===== src/lcdnib_pkg.sv =====
// shared types and constants for the character lcd nibble interface
`timescale 1ns / 1ps

package lcdnib_pkg;

    // request function codes
    localparam logic [2:0] FUNC_DATA   = 3'd0;
    localparam logic [2:0] FUNC_CMD    = 3'd1;
    localparam logic [2:0] FUNC_CURSOR = 3'd2;
    localparam logic [2:0] FUNC_CLEAR  = 3'd3;
    localparam logic [2:0] FUNC_HOME   = 3'd4;
    localparam logic [2:0] FUNC_INIT   = 3'd5;

    // configuration register indexes
    localparam logic REG_ENABLE_PULSE = 1'b0;
    localparam logic REG_BYTE_SETTLE  = 1'b1;

    localparam int CFG_DATA_W = 10;
    localparam int STEP_IDX_W = 5;

    localparam logic [7:0]  PULSE_RESET  = 8'd20;
    localparam logic [9:0]  SETTLE_RESET = 10'd75;
    localparam logic [15:0] LONG_WAIT_US = 16'd15000;
    localparam logic [15:0] POWER_UP_US  = 16'd42000;

    localparam logic [7:0] CURSOR_BASE = 8'h80;
    localparam logic [7:0] CODE_CLEAR  = 8'h01;
    localparam logic [7:0] CODE_HOME   = 8'h02;

    // final step index of a plain byte run and of the init run
    localparam logic [STEP_IDX_W-1:0] LAST_BYTE_IDX = 5'd3;
    localparam logic [STEP_IDX_W-1:0] LAST_INIT_IDX = 5'd24;
    localparam logic [STEP_IDX_W-1:0] INIT_NIB_IDX  = 5'd1;
    localparam logic [STEP_IDX_W-1:0] INIT_BYTE_IDX = 5'd9;

    typedef struct packed {
        logic [2:0] func;
        logic [7:0] value;
        logic [7:0] col;
        logic [2:0] row;
    } lcdnib_req_t;

    typedef struct packed {
        logic [3:0]  nibble;
        logic        reg_select;
        logic        enable;
        logic [15:0] hold_us;
        logic        last;
    } lcdnib_step_t;

    // controller to datapath
    typedef struct packed {
        logic                  load_req;
        logic                  load_out;
        logic [STEP_IDX_W-1:0] idx;
        logic                  last;
    } lcdnib_cmd_t;

    // datapath to controller
    typedef struct packed {
        logic no_steps;
        logic init_seq;
    } lcdnib_status_t;

    function automatic logic [7:0] row_base(input logic [1:0] r);
        logic [7:0] b;
        case (r)
            2'd0: b = 8'h00;
            2'd1: b = 8'h40;
            2'd2: b = 8'h10;
            default: b = 8'h50;
        endcase
        return b;
    endfunction

    function automatic logic [15:0] init_wait(input logic [1:0] k);
        logic [15:0] w;
        case (k)
            2'd0: w = 16'd5000;
            2'd1: w = 16'd1000;
            2'd2: w = 16'd1000;
            default: w = 16'd3000;
        endcase
        return w;
    endfunction

    function automatic logic [7:0] init_byte(input logic [1:0] j);
        logic [7:0] b;
        case (j)
            2'd0: b = 8'h2C;
            2'd1: b = 8'h0C;
            2'd2: b = 8'h06;
            default: b = CODE_CLEAR;
        endcase
        return b;
    endfunction

endpackage


===== src/lcdnib_ctrl.sv =====
// sequencer that walks the pin steps of one request
`timescale 1ns / 1ps

module lcdnib_ctrl
    import lcdnib_pkg::*;
(
    input  logic           aclk,
    input  logic           aresetn,
    input  logic           s_valid,
    output logic           s_ready,
    output logic           m_valid,
    input  logic           m_ready,
    input  lcdnib_status_t status,
    output lcdnib_cmd_t    cmd
);

    localparam logic ST_IDLE = 1'b0;
    localparam logic ST_EMIT = 1'b1;

    logic                  state_reg, state_next;
    logic [STEP_IDX_W-1:0] idx_reg, idx_next;
    logic                  out_valid_reg, out_valid_next;
    logic                  slot_free;
    logic                  last_step;

    assign s_ready   = (state_reg == ST_IDLE);
    assign m_valid   = out_valid_reg;
    assign slot_free = !out_valid_reg || m_ready;
    assign last_step = (idx_reg == (status.init_seq ? LAST_INIT_IDX : LAST_BYTE_IDX));

    always_comb begin
        state_next   = state_reg;
        idx_next     = idx_reg;
        cmd.load_req = 1'b0;
        cmd.load_out = 1'b0;
        cmd.idx      = idx_reg;
        cmd.last     = last_step;
        unique case (state_reg)
            ST_IDLE: begin
                if (s_valid) begin
                    cmd.load_req = 1'b1;
                    idx_next     = '0;
                    state_next   = ST_EMIT;
                end
            end
            ST_EMIT: begin
                if (status.no_steps) begin
                    state_next = ST_IDLE;
                end else if (slot_free) begin
                    cmd.load_out = 1'b1;
                    if (last_step) begin
                        state_next = ST_IDLE;
                    end else begin
                        idx_next = idx_reg + 1'b1;
                    end
                end
            end
            default: state_next = ST_IDLE;
        endcase
    end

    always_comb begin
        if (cmd.load_out) begin
            out_valid_next = 1'b1;
        end else if (m_ready) begin
            out_valid_next = 1'b0;
        end else begin
            out_valid_next = out_valid_reg;
        end
    end

    always_ff @(posedge aclk) begin
        if (!aresetn) begin
            state_reg     <= ST_IDLE;
            idx_reg       <= '0;
            out_valid_reg <= 1'b0;
        end else begin
            state_reg     <= state_next;
            idx_reg       <= idx_next;
            out_valid_reg <= out_valid_next;
        end
    end

endmodule


===== src/lcdnib_dp.sv =====
// request and timing registers, step decode and output register
`timescale 1ns / 1ps

module lcdnib_dp
    import lcdnib_pkg::*;
(
    input  logic                  aclk,
    input  logic                  aresetn,
    input  logic                  cfg_we,
    input  logic                  cfg_index,
    input  logic [CFG_DATA_W-1:0] cfg_wdata,
    input  lcdnib_req_t           s_req,
    input  lcdnib_cmd_t           cmd,
    output lcdnib_status_t        status,
    output lcdnib_step_t          m_step
);

    logic [7:0]   pulse_reg;
    logic [9:0]   settle_reg;
    lcdnib_req_t  req_reg;
    lcdnib_step_t step_reg, step_next;

    logic [7:0]            byte_val;
    logic                  rs;
    logic                  long_wait;
    logic [1:0]            sub;
    logic [STEP_IDX_W-1:0] i_nib, i_byte;
    logic [15:0]           pulse_w, settle_w;

    always_ff @(posedge aclk) begin
        if (!aresetn) begin
            pulse_reg  <= PULSE_RESET;
            settle_reg <= SETTLE_RESET;
        end else if (cfg_we) begin
            unique case (cfg_index)
                REG_ENABLE_PULSE: pulse_reg  <= cfg_wdata[7:0];
                REG_BYTE_SETTLE:  settle_reg <= cfg_wdata;
                default: ;
            endcase
        end
    end

    always_ff @(posedge aclk) begin
        if (cmd.load_req) begin
            req_reg <= s_req;
        end
        if (cmd.load_out) begin
            step_reg <= step_next;
        end
    end

    assign m_step = step_reg;

    always_comb begin
        status.init_seq = (req_reg.func == FUNC_INIT);
        case (req_reg.func)
            FUNC_DATA, FUNC_CMD, FUNC_CLEAR, FUNC_HOME, FUNC_INIT: status.no_steps = 1'b0;
            FUNC_CURSOR: status.no_steps = req_reg.row[2];
            default:     status.no_steps = 1'b1;
        endcase
    end

    assign pulse_w  = {8'd0, pulse_reg};
    assign settle_w = {6'd0, settle_reg};
    assign i_nib    = cmd.idx - INIT_NIB_IDX;
    assign i_byte   = cmd.idx - INIT_BYTE_IDX;

    // pick the byte being sent and its sub-step within the byte
    always_comb begin
        byte_val  = req_reg.value;
        rs        = 1'b0;
        long_wait = 1'b0;
        sub       = cmd.idx[1:0];
        unique case (req_reg.func)
            FUNC_DATA: rs = 1'b1;
            FUNC_CURSOR: byte_val = CURSOR_BASE + row_base(req_reg.row[1:0]) + req_reg.col;
            FUNC_CLEAR: begin
                byte_val  = CODE_CLEAR;
                long_wait = 1'b1;
            end
            FUNC_HOME: begin
                byte_val  = CODE_HOME;
                long_wait = 1'b1;
            end
            FUNC_INIT: begin
                byte_val  = init_byte(i_byte[3:2]);
                long_wait = (i_byte[3:2] == 2'd3);
                sub       = i_byte[1:0];
            end
            default: ;
        endcase
    end

    always_comb begin
        step_next.reg_select = rs;
        step_next.last       = cmd.last;
        step_next.nibble     = sub[1] ? byte_val[3:0] : byte_val[7:4];
        step_next.enable     = !sub[0];
        if (!sub[0]) begin
            step_next.hold_us = pulse_w;
        end else if (!sub[1]) begin
            step_next.hold_us = '0;
        end else if (long_wait) begin
            step_next.hold_us = settle_w + LONG_WAIT_US;
        end else begin
            step_next.hold_us = settle_w;
        end
        // power-up wait and the bare init nibbles
        if (status.init_seq && cmd.idx < INIT_BYTE_IDX) begin
            if (cmd.idx == '0) begin
                step_next.nibble  = 4'h0;
                step_next.enable  = 1'b0;
                step_next.hold_us = POWER_UP_US;
            end else begin
                step_next.nibble  = (i_nib[2:1] == 2'd3) ? 4'h2 : 4'h3;
                step_next.enable  = !i_nib[0];
                step_next.hold_us = i_nib[0] ? init_wait(i_nib[2:1]) : pulse_w;
            end
        end
    end

endmodule


===== src/char_lcd_nibble_interface_core.sv =====
// top level of the 4-bit character lcd interface
`timescale 1ns / 1ps

// usage:
// a request (data, command, set cursor, clear, home, init) is a transfer on
// s_valid/s_ready carrying s_req. each request expands to a run of pin steps
// sent as transfers on m_valid/m_ready carrying m_step, with last set on the
// final step. byte requests give 4 steps, init gives 25, a cursor request with
// row above 3 or an unknown function gives none.
// the request is held in a request register and each step is registered in
// the output register that drives m_valid/m_step.
// throughput: one step per cycle while m_ready is high; s_ready is low while
// the step sequencer runs. the output register lets the next request be
// taken while the last step still waits for the receiver.
// a stall on m_ready holds the current step and pauses the sequencer.
// timing registers (0: enable pulse us, 1: byte settle us) are written via
// cfg_we/cfg_index/cfg_wdata, by the user only while idle; the block does not
// enforce this. reset restores 20 and 75 us and drops any pending request or
// step.
module char_lcd_nibble_interface_core
    import lcdnib_pkg::*;
(
    input  logic                  aclk,
    input  logic                  aresetn,
    input  logic                  cfg_we,
    input  logic                  cfg_index,
    input  logic [CFG_DATA_W-1:0] cfg_wdata,
    input  logic                  s_valid,
    output logic                  s_ready,
    input  lcdnib_req_t           s_req,
    output logic                  m_valid,
    input  logic                  m_ready,
    output lcdnib_step_t          m_step
);

    lcdnib_cmd_t    cmd;
    lcdnib_status_t status;

    lcdnib_ctrl u_ctrl (
        .aclk    (aclk),
        .aresetn (aresetn),
        .s_valid (s_valid),
        .s_ready (s_ready),
        .m_valid (m_valid),
        .m_ready (m_ready),
        .status  (status),
        .cmd     (cmd)
    );

    lcdnib_dp u_dp (
        .aclk      (aclk),
        .aresetn   (aresetn),
        .cfg_we    (cfg_we),
        .cfg_index (cfg_index),
        .cfg_wdata (cfg_wdata),
        .s_req     (s_req),
        .cmd       (cmd),
        .status    (status),
        .m_step    (m_step)
    );

endmodule


===== config.mk =====
export PLATFORM = sky130hd
export DESIGN_NAME = char_lcd_nibble_interface_core
export DESIGN_NICKNAME = d
export VERILOG_FILES = /design/src/lcdnib_pkg.sv /design/src/lcdnib_ctrl.sv /design/src/lcdnib_dp.sv /design/src/char_lcd_nibble_interface_core.sv
export SDC_FILE = /design/constraint.sdc
export NUM_CORES = 1
export LEC_CHECK = 0
export ABC_AREA = 1
export BUFFER_PORTS_ARGS = -buffer_cell sky130_fd_sc_hd__buf_4
export CAP_MARGIN = 20
export CORE_ASPECT_RATIO = 0.75
export CORE_MARGIN = 5
export CORE_UTILIZATION = 45
export DETAILED_ROUTE_END_ITERATION = 7
export PLACE_DENSITY = 0.68
export SLEW_MARGIN = 10
export SYNTH_ARGS = -nofsm -noshare
export SYNTH_HDL_FRONTEND = slang
export SYNTH_HIERARCHICAL = 1
export SYNTH_SLANG_ARGS = --single-unit
export TNS_END_PERCENT = 5

===== constraint.sdc =====
create_clock -name aclk -period 4.9 [get_ports aclk]
set_clock_uncertainty 0.15 [all_clocks]
set_input_delay 0 -clock aclk [delete_from_list [all_inputs] [get_ports aclk]]
set_output_delay 0 -clock aclk [all_outputs]
set_load 0.05 [all_outputs]

# Word level (Yosys, flattened, before mapping)
# Index checks and enable logic that the tools add are counted.
# totals
reg_bits	70
output_inout_bits	25
elab_cells	94
input_bits	38
# classes
eq_ne	18
add_sub_neg	6
n_lt_le_gt_ge	1
n_mux	36
reduce_logical	17
bitwise_logic	2
# ops
op	n
16-bit two-way mux	3
17-bit two-way mux	2
8-bit case mux with 4 select lines	1
13-bit case mux with 2 select lines	1
5-bit two-way mux	5
7-bit case mux with 3 select lines	1
6-bit case mux with 3 select lines	1
10-bit by 14-bit adder with 15-bit output, second input constant	1
13-bit two-way mux	1
1-bit two-way mux	12
4-bit two-way mux	3
2-bit equality test, second input constant	5
5-bit case mux with 2 select lines	1
8-bit adder	1
8-bit adder, first input constant	1
8-bit two-way mux	1
2-bit inequality test, second input constant	4
2-bit by 1-bit equality test with 1-bit output, second input constant	3
3-bit by 2-bit equality test with 1-bit output, second input constant	2
3-bit equality test, second input constant	2
2-bit logical NOT	3
1-bit case mux with 2 select lines	3
5-bit by 1-bit adder with 5-bit output, second input constant	1
5-bit equality test	1
other kinds (16)	21

# Logic depth before layout (Yosys ltp)
# Gate-level depths: netlist of the first run.
# logic_depth
ltp_word	8
depth_mapped	13
depth_no_buf	13

# Cells and area by module
# The synthesis of the first run kept the hierarchy.
# modules_own_cells
mod	cells_each	seq_area_each_um2	area_per_inst_um2	n_inst
lcdnib_dp	321	1681.6	3012.9	1
lcdnib_ctrl	62	140.1	435.4	1

# Least setup slack after synthesis of the first run
# No wires, ideal clock.
# synth_timing
path_type	flip-flop to flip-flop
startpoint	register u_ctrl.idx_reg[0]
endpoint	register u_dp.step_reg, in the netlist u_dp/m_step[8] (data pin)
synth_period_minus_slack_ps	2029
path_buffers	1
setup_ps	263
setup_slack_ps	2871
t_arrival_ps	1617
required_ps	4487
stages_incl_launch_ff	12
path_cell_list	dfxtp_1 inv_2 ha_1 nand2_1 nand2_1 nor2_1 nand2_2 nand2_2 buf_6 nand2_1 o211ai_1 nand3b_1
# synth_rtl
item	line	source
from (decl)	lcdnib_ctrl.sv:21	logic [STEP_IDX_W-1:0] idx_reg, idx_next;
from (signal assigned)	lcdnib_ctrl.sv:79	idx_reg <= idx_next;
to (signal assigned)	lcdnib_dp.sv:48	step_reg <= step_next;
to (decl)	lcdnib_dp.sv:21	lcdnib_step_t step_reg, step_next;

# Worst setup path in the final report of the first run
# layout_timing
startpoint	register u_ctrl.idx_reg[0]
endpoint	register u_dp.step_reg, in the netlist u_dp/m_step[22] (data pin)
# layout_via
elab_chain_cells	6
word_cells_on_any_way	11
cone_classes	1 x add/sub; 1 x order compare; 2 x eq/ne; 5 x mux; 2 x reduce/logical
# layout_lines
item	line	source
4-bit subtractor	lcdnib_dp.sv:66	assign i_byte = cmd.idx - INIT_BYTE_IDX;
2-bit equality test, or another cell as far along	lcdnib_pkg.sv:89	case (j)
6-bit case mux with 3 select lines	lcdnib_pkg.sv:89	
8-bit case mux with 4 select lines	lcdnib_dp.sv:74	unique case (req_reg.func)
4-bit two-way mux	lcdnib_dp.sv:97	step_next.nibble = sub[1] ? byte_val[3:0] : byte_val[7:4];
4-bit two-way mux (*)	lcdnib_dp.sv:109	if (status.init_seq && cmd.idx < INIT_BYTE_IDX) begin
# Every way passes the cells marked *; elsewhere a longest branch is shown, timed or not.
# A chain may end at the register's enable or synchronous reset.

==> impl_metrics.yaml, run 1 <==
timing:
  rsz0062_at_grt: "false"
  hold_viol: 0
  clock.fmax_mhz: 415
  finalSetupTns_ps: 0
  drv_slew: 0
  period_share_pct: 49.1
  setup_viol: 0
  min_period_ps: 2410
  slew_headroom_pct: 42.5
  tightestPinTransition_ps: 862
  fin_hold_ws_ps: 26.9
worst_setup_path:
  r2r_start: "u_ctrl/idx_reg[0]$_SDFFE_PN0P_"
  rr_worst_depth: 8
  ff2ff_setup_slack_ps: 2490
  critPathRequiredTime_ps: 4850
  start_kind: "register"
  crit_arrival_ps: 2350
  worstSetupPathType: "register to register"
  cp_max_fo: 12
  crit_path_end_kind: "register"
  r2r-end: "u_dp/m_step[22]$_SDFFCE_PP0P_"
grt:
  grt_overflow: 0
  grt_pass1_wl_um: 13900
  antenna_found_initial: 0
  grt_max_degree: 26
  grt_pass1_vias: 2922
  grt_usage_pct: 18.3
worst_hold_path:
  holdPathEnd: "u_dp/pulse_reg[0]$_SDFFE_PN0P_"
  whs_path_depth: 5
  min_from: "cfg_we"
  worstHoldPathType: "input port to register"
floorplan:
  die_area_sq_um: 9530
  ios: 63
  die_y_um: 85.8
  core_region_area_sq_um: 7400
  initial_core_util_pct: 46.6
  die_width_um: 111
  fp-row-count: 27
layout:
  antenna_cells: 0
  drive_above_1_share_pct: 22.2
  area_delta_synth_final_pct: 33.5
  finalNetCount: 538
synth:
  ys_seq_area_share_pct: 52.8
  yosys.area.top_type_share_pct: 38.3
  yosysTopAreaCell: "edfxtp_1"
  synth-simple-area-share_pct: 25.9
  ys_warn_count: 6
  async_reset_ff_share_pct: 0
  ys_ff_latch: 69
  synth_edf_count: 44
  synth_top_family_by_area: "simple AND/OR/NAND/NOR gates"
  synth_commonest_cells: "nand2_1, edfxtp_1, inv_1"
  synthMuxAreaShare_pct: 0
  synth-xor-area-share_pct: 0.508
  synth_most_common_cell: "nand2_1"
  synth_compound_area_share_pct: 10.5
  ys_types: 34
  synth_area_sq_um: 3450
  ys_top_cells_by_area: "edfxtp_1, dfxtp_1, nand2_1"
  synthFlopType: "edfxtp_1"
  syn_nets: 431
  syn_area_per_cell_sq_um: 9.00
  synth-adder-area-share_pct: 3.63
  synth_cells: 383
clock_network:
  cts_hold_buf: 43
  cts_buffers: 9
  clock-sinks: 69
  cts_root_buffer: "clkbuf_8"
  cts_tree: "yes"
  cts_buffer_depth: 2
  postCtsSetupBuffers: 0
  path_clk_slew_ps: 70
  htree_levels: 3
  worst_skew_pair.late_latency_ps: 350
  post_cts_resized: 0
power:
  switchingPower_w: 0.000391
  leakage_nw: 2.04
  p_seq_share_pct: 49.0
  p_int_w: 0.00100
  p_sw_share_pct: 28.0
  power.share.clock_pct: 31.5
  power_frac_comb_pct: 19.6
  powerDensity_nw_per_um2: 303
  ir_drop_uv: 156
routing:
  drt-initial-drc-count: 209
  wire_per_inst_um: 13.8
  antenna_left: 0
  dr.pass1.iters: 4
  vias_per_cell: 4.95
  drc: 0
  routed_wl_um: 8210
  dr_total_vias: 2951
placed_design:
  port_buffers: 61
  place.gp.congestion: 0.887
  hpwlAfterDp_um: 5640
status:
  status: "finished, final reports clean"
job:
  max-cap-violations: 0
logic make-up (layout without fill, tap and decap cells):
family,count (synthesis),in the layout
adders and majority gates,10,10
DFF,69,69
AOI/OAI and AO/OA,61,61
buffers and inverters,54,166
xor gates and xnor gates,2,2
and+or+nand+nor,186,186
other,1,1
worst max-delay path by stage:
stage,start,endpoint,slack (ps)
3_3_place_gp,u_ctrl/idx_reg[0]$_SDFFE_PN0P_,u_dp/m_step[22]$_SDFFCE_PP0P_,2630
6_report,u_ctrl/idx_reg[0]$_SDFFE_PN0P_,u_dp/m_step[22]$_SDFFCE_PP0P_,2490
4_1_cts,u_ctrl/idx_reg[0]$_SDFFE_PN0P_,u_dp/m_step[22]$_SDFFCE_PP0P_,2520
5_1_grt,u_ctrl/idx_reg[0]$_SDFFE_PN0P_,u_dp/m_step[22]$_SDFFCE_PP0P_,2310
2_1_floorplan,u_ctrl/idx_reg[0]$_SDFFE_PN0P_,u_dp/m_step[8]$_DFFE_PP_,2870
3_5_place_dp,u_ctrl/idx_reg[0]$_SDFFE_PN0P_,u_dp/m_step[22]$_SDFFCE_PP0P_,2540
per-stage QoR:
stage	instance area, sq um	total power, W	instances	utilization, %	setup WS, ps
5_1_grt	4600	0.00146	596	62.2	2310
6_report	4600	0.00140	596	62.2	2490
3_5_place_dp	3980	0.000938	537	53.8	2540
2_1_floorplan	3450	0.000860	383	-	2870
3_3_place_gp	3980	0.000933	537	53.8	2630
4_1_cts	4600	0.00140	596	62.2	2520
final cells by class:
type	count	area, sq um
well taps	101	126
multi-input cells	260	1400
flip-flops and latches	69	1820
inverters	46	178
clock buffers	15	186
fillers	620	2790
repair buffers	104	888
clock inverters	1	3.75
power by group through the flow:
| stage | Clock, W | Sequential, W | Combinational, W |
|---|---|---|---|
| after floorplan | 0 | 0.000731 | 0.000130 |
| after global placement | 0 | 0.000695 | 0.000239 |
| after detailed placement | 0 | 0.000696 | 0.000243 |
| after CTS | 0.000449 | 0.000683 | 0.000271 |
| after global routing | 0.000474 | 0.000687 | 0.000301 |
| final | 0.000439 | 0.000683 | 0.000273 |
worst max-delay path: stages (launching register included):
cell and delay, ps:
dfxtp_1 580, inv_2 200, ha_1 380, inv_1 120, nand2_2 80, o21ai_4 110
o21ai_0 190, o21ai_0 270, a21oi_1 70
cell usage in the layout (no fill, tap or decap):
cell type and n:
inv_1 37, clkbuf_8 13, clkinv_1 1, nor2_2 3, nand2_4 4, dfxtp_1 25, xor2_1 2, conb_1 1
o211ai_1 4, nor2_8 3, o2bb2ai_1 1, o21a_1 2, edfxtp_1 44, buf_4 61, or2_2 1, nor3_1 2
clkinv_4 1, nand2_1 89, o22ai_1 1, nor2_1 33, dlygate4sd3_1 43, o21ai_0 25, ha_1 10, nand3_1 33
o21ai_4 2, o21ai_1 2, o21ai_2 1, clkbuf_1 2, or2_4 1, nand2_2 11, inv_2 8, nand3_4 1
o21bai_1 4, nand4_1 3, nand3b_1 2, a21oi_1 19
routing by layer:
layer	global-route usage (%)	vias to the layer above	share of wire, %
li1	-	1491	-
met1	24.3	1361	46
met2	29.2	87	46
met3	4.94	12	6.4
met4	6.52	0	1.8
met5	0	-	0
No activity file was read; power rests on OpenSTA's default activity.
==> inputs of run 2 (changes only) <==
- ABC_AREA: 1 -> 0
- PLACE_DENSITY: 0.68 -> 0.7
- clock period: 4.9 -> 2.2 ns (I/O delays scaled with it)
==> run 2 against run 1 <==
  * Wire length up 6.8%
  * Via count is 4.3% higher
  * Non-clock buffer count is 29 higher
  * Worst hold slack better by 4.8 ps
  * Count of clock-buffer cells in the layout is 1 lower
  * Sequential share of layout area shrank 2.9 points
  * Global-route usage rose by 0.30 points
  * Largest power group unchanged
  * Highest routed layer unchanged
==> impl_metrics.yaml, run 2 <==
synth:
  synth_commonest_cells: "nand2_1, edfxtp_1, dfxtp_1"
  synthFlopType: "edfxtp_1"
  ys_ff_latch: 69
  synth_area_sq_um: 3530
  yosysTopAreaCell: "edfxtp_1"
  ys_types: 57
  yosys.area.top_type_share_pct: 37.4
  syn_nets: 399
  ys_seq_area_share_pct: 51.6
  ys_warn_count: 6
  synth_edf_count: 44
  synth_most_common_cell: "nand2_1"
  syn_area_per_cell_sq_um: 10.1
  synth_cells: 351
  ys_top_cells_by_area: "edfxtp_1, dfxtp_1, nand2_1"
  async_reset_ff_share_pct: 0
timing:
  clock.fmax_mhz: 468
  fin_hold_ws_ps: 31.8
  drv_slew: 0
  min_period_ps: 2130
  rsz0062_at_grt: "true"
  period_share_pct: 97.0
  hold_viol: 0
  fin_ws_ps: 65.5
  setup_viol: 0
layout:
  final_common_cell: "buf_4"
  num-fill-cells: 604
  multi_input_area_sq_um: 1630
  area_delta_synth_final_pct: 40.8
  post-route-util_pct: 64.0
  finalNetCount: 523
  seq_area_sq_um: 1820
  layout_common_cells: "buf_4, nand2_1, dlygate4sd3_1, edfxtp_1, dfxtp_1"
  final_cell_area_sq_um: 4980
  antenna_cells: 0
  drive_above_1_share_pct: 25.8
grt:
  grt_max_degree: 30
  grt_usage_pct: 18.6
  grt_overflow: 0
  grt_pass1_wl_um: 14400
  grt_pass1_vias: 2970
  antenna_found_initial: 0
floorplan:
  ios: 63
  core_region_area_sq_um: 7780
  die_width_um: 112
  die_y_um: 86.7
  die_area_sq_um: 9740
  initial_core_util_pct: 45.4
  fp-row-count: 28
power:
  powerDensity_nw_per_um2: 625
  total_power_w: 0.00311
  ir_drop_uv: 369
  leakage_nw: 1.98
routing:
  dr_total_vias: 3077
  wire_per_inst_um: 15.0
  routed_wl_um: 8760
  drc: 0
  dr.pass1.iters: 6
  antenna_left: 0
  vias_per_cell: 5.26
  drt-initial-drc-count: 187
clock_network:
  cts_buffer_depth: 2
  htree_levels: 3
  cts_tree: "yes"
  clock-sinks: 69
  worst_skew_pair.late_latency_ps: 350
  cts_buffers: 9
  path_clk_slew_ps: 70
  cts_root_buffer: "clkbuf_8"
worst_setup_path:
  crit_arrival_ps: 2060
  worstSetupPathType: "register to register"
  crit_path_end_kind: "register"
  critPathRequiredTime_ps: 2130
  slowest_stage: "or3_4"
  cp.buffers_inverters: 1
  crit_path_max_incr_delay_ps: 410
  cp_max_fo: 10
  start_kind: "register"
  ff2ff_setup_slack_ps: 70
  critPathTopFamily: "compound AO/OA/AOI/OAI gates"
  cp_cell_sequence: "buf_4 -> or3_4 -> o21ai_4 -> o211ai_2 -> a21oi_1 -> xnor2_1 -> o221ai_1"
worst_hold_path:
  worstHoldPathType: "input port to register"
placed_design:
  place.gp.congestion: 0.863
  place_area_sq_um: 4220
  place_ws_ps: 5.16
  port_buffers: 61
  hpwlAfterDp_um: 6040
status:
  status: "finished, final reports clean"
job:
  max-cap-violations: 0
run 2: worst paths after layout:
| kind | from | cells past startpoint | endpoint |
|---|---|---|---|
| hold / removal | cfg_index | 4 | u_dp/settle_reg[7]$_SDFFE_PN0P_ |
| setup reg to reg | u_ctrl/idx_reg[1]$_SDFFE_PN0P_ | 7 | u_dp/m_step[6]$_DFFE_PP_ |
| setup / recovery | u_ctrl/idx_reg[1]$_SDFFE_PN0P_ | 7 | u_dp/m_step[6]$_DFFE_PP_ |
| hold reg to reg | u_dp/pulse_reg[3]$_SDFFE_PN0P_ | 2 | u_dp/pulse_reg[3]$_SDFFE_PN0P_ |
run 2: kinds of logic (layout without fill, tap and decap cells):
kind of cell / Yosys count / count (layout) / share of synthesized area, %
adders and majority gates: 11 / 11 / 3.82
xor gates and xnor gates: 9 / 9 / 2.23
and+or+nand+nor: 129 / 129 / 17.9
other: 1 / 1 / 0.106
buffers and inverters: 33 / 162 / 4.18
DFF: 69 / 69 / 51.6
AOI/OAI and AO/OA: 94 / 94 / 18.8
muxes: 5 / 5 / 1.45
run 2: layout make-up:
cell class              instances  area share [%]
clock inverters                 2           0.226
well taps                     105            2.64
clock buffers                  14            3.97
multi-input cells             249            32.7
inverters                      13            1.01
repair buffers                133            22.8
flip-flops and latches         69            36.6
run 2: metal layers:
metal	global-route usage, %	wire length (um)	up-vias
met1	26.0	3940	1438
li1	-	-	1521
met5	0	0	-
met4	5.35	93	0
met2	29.2	4100	108
met3	4.33	631	10
run 2: stage by stage:
stage          TNS, ps  cells
2_1_floorplan        0    351
3_3_place_gp         0    519
3_5_place_dp         0    519
4_1_cts              0    585
5_1_grt          -99.2    585
6_report             0    585
run 2: power by group:
| group | total (W) | internal [W] | switching (W) |
|---|---|---|---|
| combinational | 0.000578 | 0.000264 | 0.000314 |
| sequential | 0.00149 | 0.00146 | 0.0000372 |
| clock | 0.00104 | 0.000582 | 0.000458 |
| total | 0.00311 | 0.00230 | 0.000809 |
run 2: worst reg2reg max path: cells and delay by family, from the launching register on:
| family | cells | cell delay (ps) |
|---|---|---|
| XOR/XNOR | 1 | 150 |
| AO/OA/AOI/OAI | 4 | 670 |
| buffers and inverters | 1 | 170 |
| flip-flops | 1 | 330 |
| AND/OR/NAND/NOR | 1 | 410 |
run 2: what timing repair did:
| item | CTS | global route |
|---|---|---|
| setup endpoints to repair | 4 | 16 |
| hold endpoints to repair | 47 | 0 |
| buffers inserted | 0 | 0 |
| pin swaps | 1 | 2 |
| resized for setup | 4 | 11 |
| hold buffers | 50 | 0 |
